**src/rtl/core/m2li_ram.sv**
```systemverilog
// Generic single-write, single-read synchronous RAM with registered read data.
// Standalone; used for the point key and point value stores.
module m2li_ram #(
   parameter int WIDTH = 8,
   parameter int DEPTH = 16
) (
   input  logic                     clock,
   input  logic                     we,
   input  logic [$clog2(DEPTH)-1:0] waddr,
   input  logic [WIDTH-1:0]         wdata,
   input  logic [$clog2(DEPTH)-1:0] raddr,
   output logic [WIDTH-1:0]         rdata
);

   logic [WIDTH-1:0] mem_ff [DEPTH];
   logic [WIDTH-1:0] rdata_ff;

   always_ff @(posedge clock) begin
      if (we) begin
         mem_ff[waddr] <= wdata;
      end
      rdata_ff <= mem_ff[raddr];
   end

   assign rdata = rdata_ff;

endmodule

```
**config.mk**
```make
export PLATFORM = sky130hd
export DESIGN_NAME = m2li_ram
export DESIGN_NICKNAME = d
export VERILOG_FILES = /design/src/rtl/core/m2li_ram.sv
export SDC_FILE = /design/constraint.sdc
export NUM_CORES = 1
export LEC_CHECK = 0
export BUFFER_PORTS_ARGS = -buffer_cell sky130_fd_sc_hd__buf_2
export CELL_PAD_IN_SITES_DETAIL_PLACEMENT = 0
export CELL_PAD_IN_SITES_GLOBAL_PLACEMENT = 1
export CORE_AREA = 2 2 90 110
export CTS_CLUSTER_DIAMETER = 120
export DETAILED_ROUTE_END_ITERATION = 8
export DIE_AREA = 0 0 92 112
export HOLD_SLACK_MARGIN = 0.05
export PLACE_DENSITY = 0.81
export SYNTH_ARGS = -nofsm -noshare
export SYNTH_HDL_FRONTEND = slang
export SYNTH_SLANG_ARGS = --single-unit
```
**constraint.sdc**
```tcl
create_clock -name clock -period 2.8 [get_ports clock]
set_input_delay 0.42 -clock clock [delete_from_list [all_inputs] [get_ports clock]]
set_output_delay 0.42 -clock clock [all_outputs]
set_load 0.005 [all_outputs]
```
==> flow_summary.yaml <==
detailed_routing:
  post_drt_wl_per_cell_um: 24.1
  wl_met2_um: 5230
  first_iter_violations: 237
  wirelength_um: 9920
  num_vias: 2448
  first_pass_iters: 4
  top_layer_used: "met4"
  drtAntennaViolNets: 0
  met3WireLength_um: 694
  wl_met1_um: 3790
  drc: 0
  via_per_inst: 5.94
clocking:
  cts-resized-gates: 0
  post_cts_buffers: 0
  h-tree-depth: 4
  insertion_delay_ps: 410
  cts_root_buffer: "clkbuf_16"
  cts_buffers: 17
  clk_pin_slew_worst_paths_ps: 50
  clock_sinks: 136
  holdBufCountCts: 0
  cts_tree: "yes"
  clk_path_buf_depth: 2
yosys:
  yosys.area.top_type: "edfxtp_1"
  synth_edf_count: 128
  yosys.area.top_type_share_pct: 74.7
  yosysMostFrequentCell: "edfxtp_1"
  yosys_warnings: 0
  syn_area_mm2: 0.00515
  synth_seq_cells: 136
  synthArstFlopShare_pct: 0
  ys.flop_type: "edfxtp_1"
  avgSynthCellArea_um2: 22.5
  synth_cells: 229
  yosysSeqAreaShare_pct: 77.8
  ys_types: 19
  ys_top_cells_by_count: "edfxtp_1, mux4_2, a22oi_1"
  syn_nets: 247
  synth_area_leaders: "edfxtp_1, mux4_2, mux4_1, dfxtp_1, a22oi_1"
pwr:
  seq_power_share_pct: 50.5
  p_leak_uw: 0.00204
  total_power_uw: 4540
  p_sw_uw: 883
  peakVddDrop_uv: 534
  power_frac_clock_pct: 45.0
  power_density_mw_per_mm2: 757
  p_sw_share_pct: 19.4
  power_frac_comb_pct: 4.5
  p_int_uw: 3660
sta:
  tightestPinTransition_ps: 871
  finalHoldViolCount: 0
  period_share_pct: 58.8
  fin_skew_ps: 5.77
  slew_headroom_pct: 41.8
  finalCriticalPeriod_ps: 1650
  slew_viol_final: 0
  setup_tns_ps: 0
  rsz0062_at_grt: "no"
  finalSetupViolCount: 0
  max_freq_ghz: 0.608
grt:
  gr-usage-all-layers_pct: 21.0
  grt_start_max_net_pins: 33
  grt_first_pass_wirelength_um: 15000
  grt_remaining_overflow: 0
  antenna_found_initial: 0
  grt_pass1_vias: 2516
final_layout:
  syn_to_final_growth_pct: 16.5
  post-route-util_pct: 64.7
  drive_gt1_share_pct: 29.1
  fin_area_mm2: 0.00600
  n_antenna_cell: 0
  nets: 294
  stdcell_count: 412
setup_path:
  criticalPathCategory: "input port to register"
  cp_max_fo: 8
  required_ps: 2840
  cp-end-kind: "register"
  crit_arrival_ps: 1680
  ff2ff_path_depth: 3
  cp-start-kind: "input port"
die:
  coreArea_mm2: 0.00927
  die_w_um: 92
  dieArea_mm2: 0.0103
  start_util_pct: 55.5
  io_pins: 26
  fp.dieH_um: 112
  num_rows: 39
placement:
  dpl.cell_count: 380
  place.gp.congestion: 0.750
  dpl.hpwl_um: 5850
  placed_area_mm2: 0.00545
  io_buffers: 25
job:
  cap_violations: 0
run_status:
  status: "completed"
worst_hold_path:
  hold_class: "input port to register"
  min_path_cells: 1
==> metal layers <==
metal | track usage (%) | up-vias
met5 | 0 | -
met2 | 33.9 | 106
met3 | 6.43 | 14
li1 | - | 1071
met1 | 26.8 | 1257
met4 | 8.86 | 0
==> per-stage QoR <==
stage / setup slack [ps] / hold WS (ps)
CTS: 1140 / 383
detailed placement: 708 / 669
floorplan: 887 / 519
global route: 1080 / 396
finish: 1150 / 395
global placement: 747 / 665
==> worst max-delay path, cell delays in order <==
cell and delay, ps:
buf_2 120, or3b_2 510, nor2_1 640
==> registers in the layout (all words and copies together) (netlist names) <==
register,count
rdata,8
mem_ff,128
==> layout make-up <==
type	instances	area [um2]
fill	624	3270
multi-input combinational	83	1060
clock inverter	11	106
sequential	136	4000
tap	123	154
timing repair buffer	38	235
clock buffer	21	440
==> final timing paths <==
path,startpoint,endpoint,slack (ps)
worst min register to register,mem_ff[15][5]$_DFFE_PP_,rdata[5]$_DFF_P_,690
worst max-delay path,waddr[2],mem_ff[3][6]$_DFFE_PP_,1150
worst min-delay path,wdata[3],mem_ff[10][3]$_DFFE_PP_,390
worst max register to register,mem_ff[9][3]$_DFFE_PP_,rdata[3]$_DFF_P_,1340
==> logic make-up (layout without fill, tap and decap cells) <==
family / after synthesis / in the layout / synth area share (%)
mux: 32 / 32 / 15.0
compound gates: 16 / 16 / 2.33
flops: 136 / 136 / 77.8
buf+inv: 10 / 70 / 1.68
simple gates: 35 / 35 / 3.18
==> power groups by stage <==
stage                     Sequential [uW]  Clock (uW)  Combinational (uW)
final                                2290        2040                 205
after global routing                 2300        2150                 223
after CTS                            2290        2060                 208
after detailed placement             2330           0                 206
after global placement               2330           0                 198
after floorplan                      2330           0                 116
==> cell usage in the layout (no fill, tap or decap), drive strengths merged, types with 2 or more instances in the layout <==
cell,count
edfxtp,128
buf,38
mux4,32
clkbuf,21
a22oi,16
nor2,13
nand2,9
dfxtp,8
clkinv,8
nor3,4
nand3b,2
nand2b,2
bufinv,2
No activity file was read; power rests on OpenSTA's default activity.
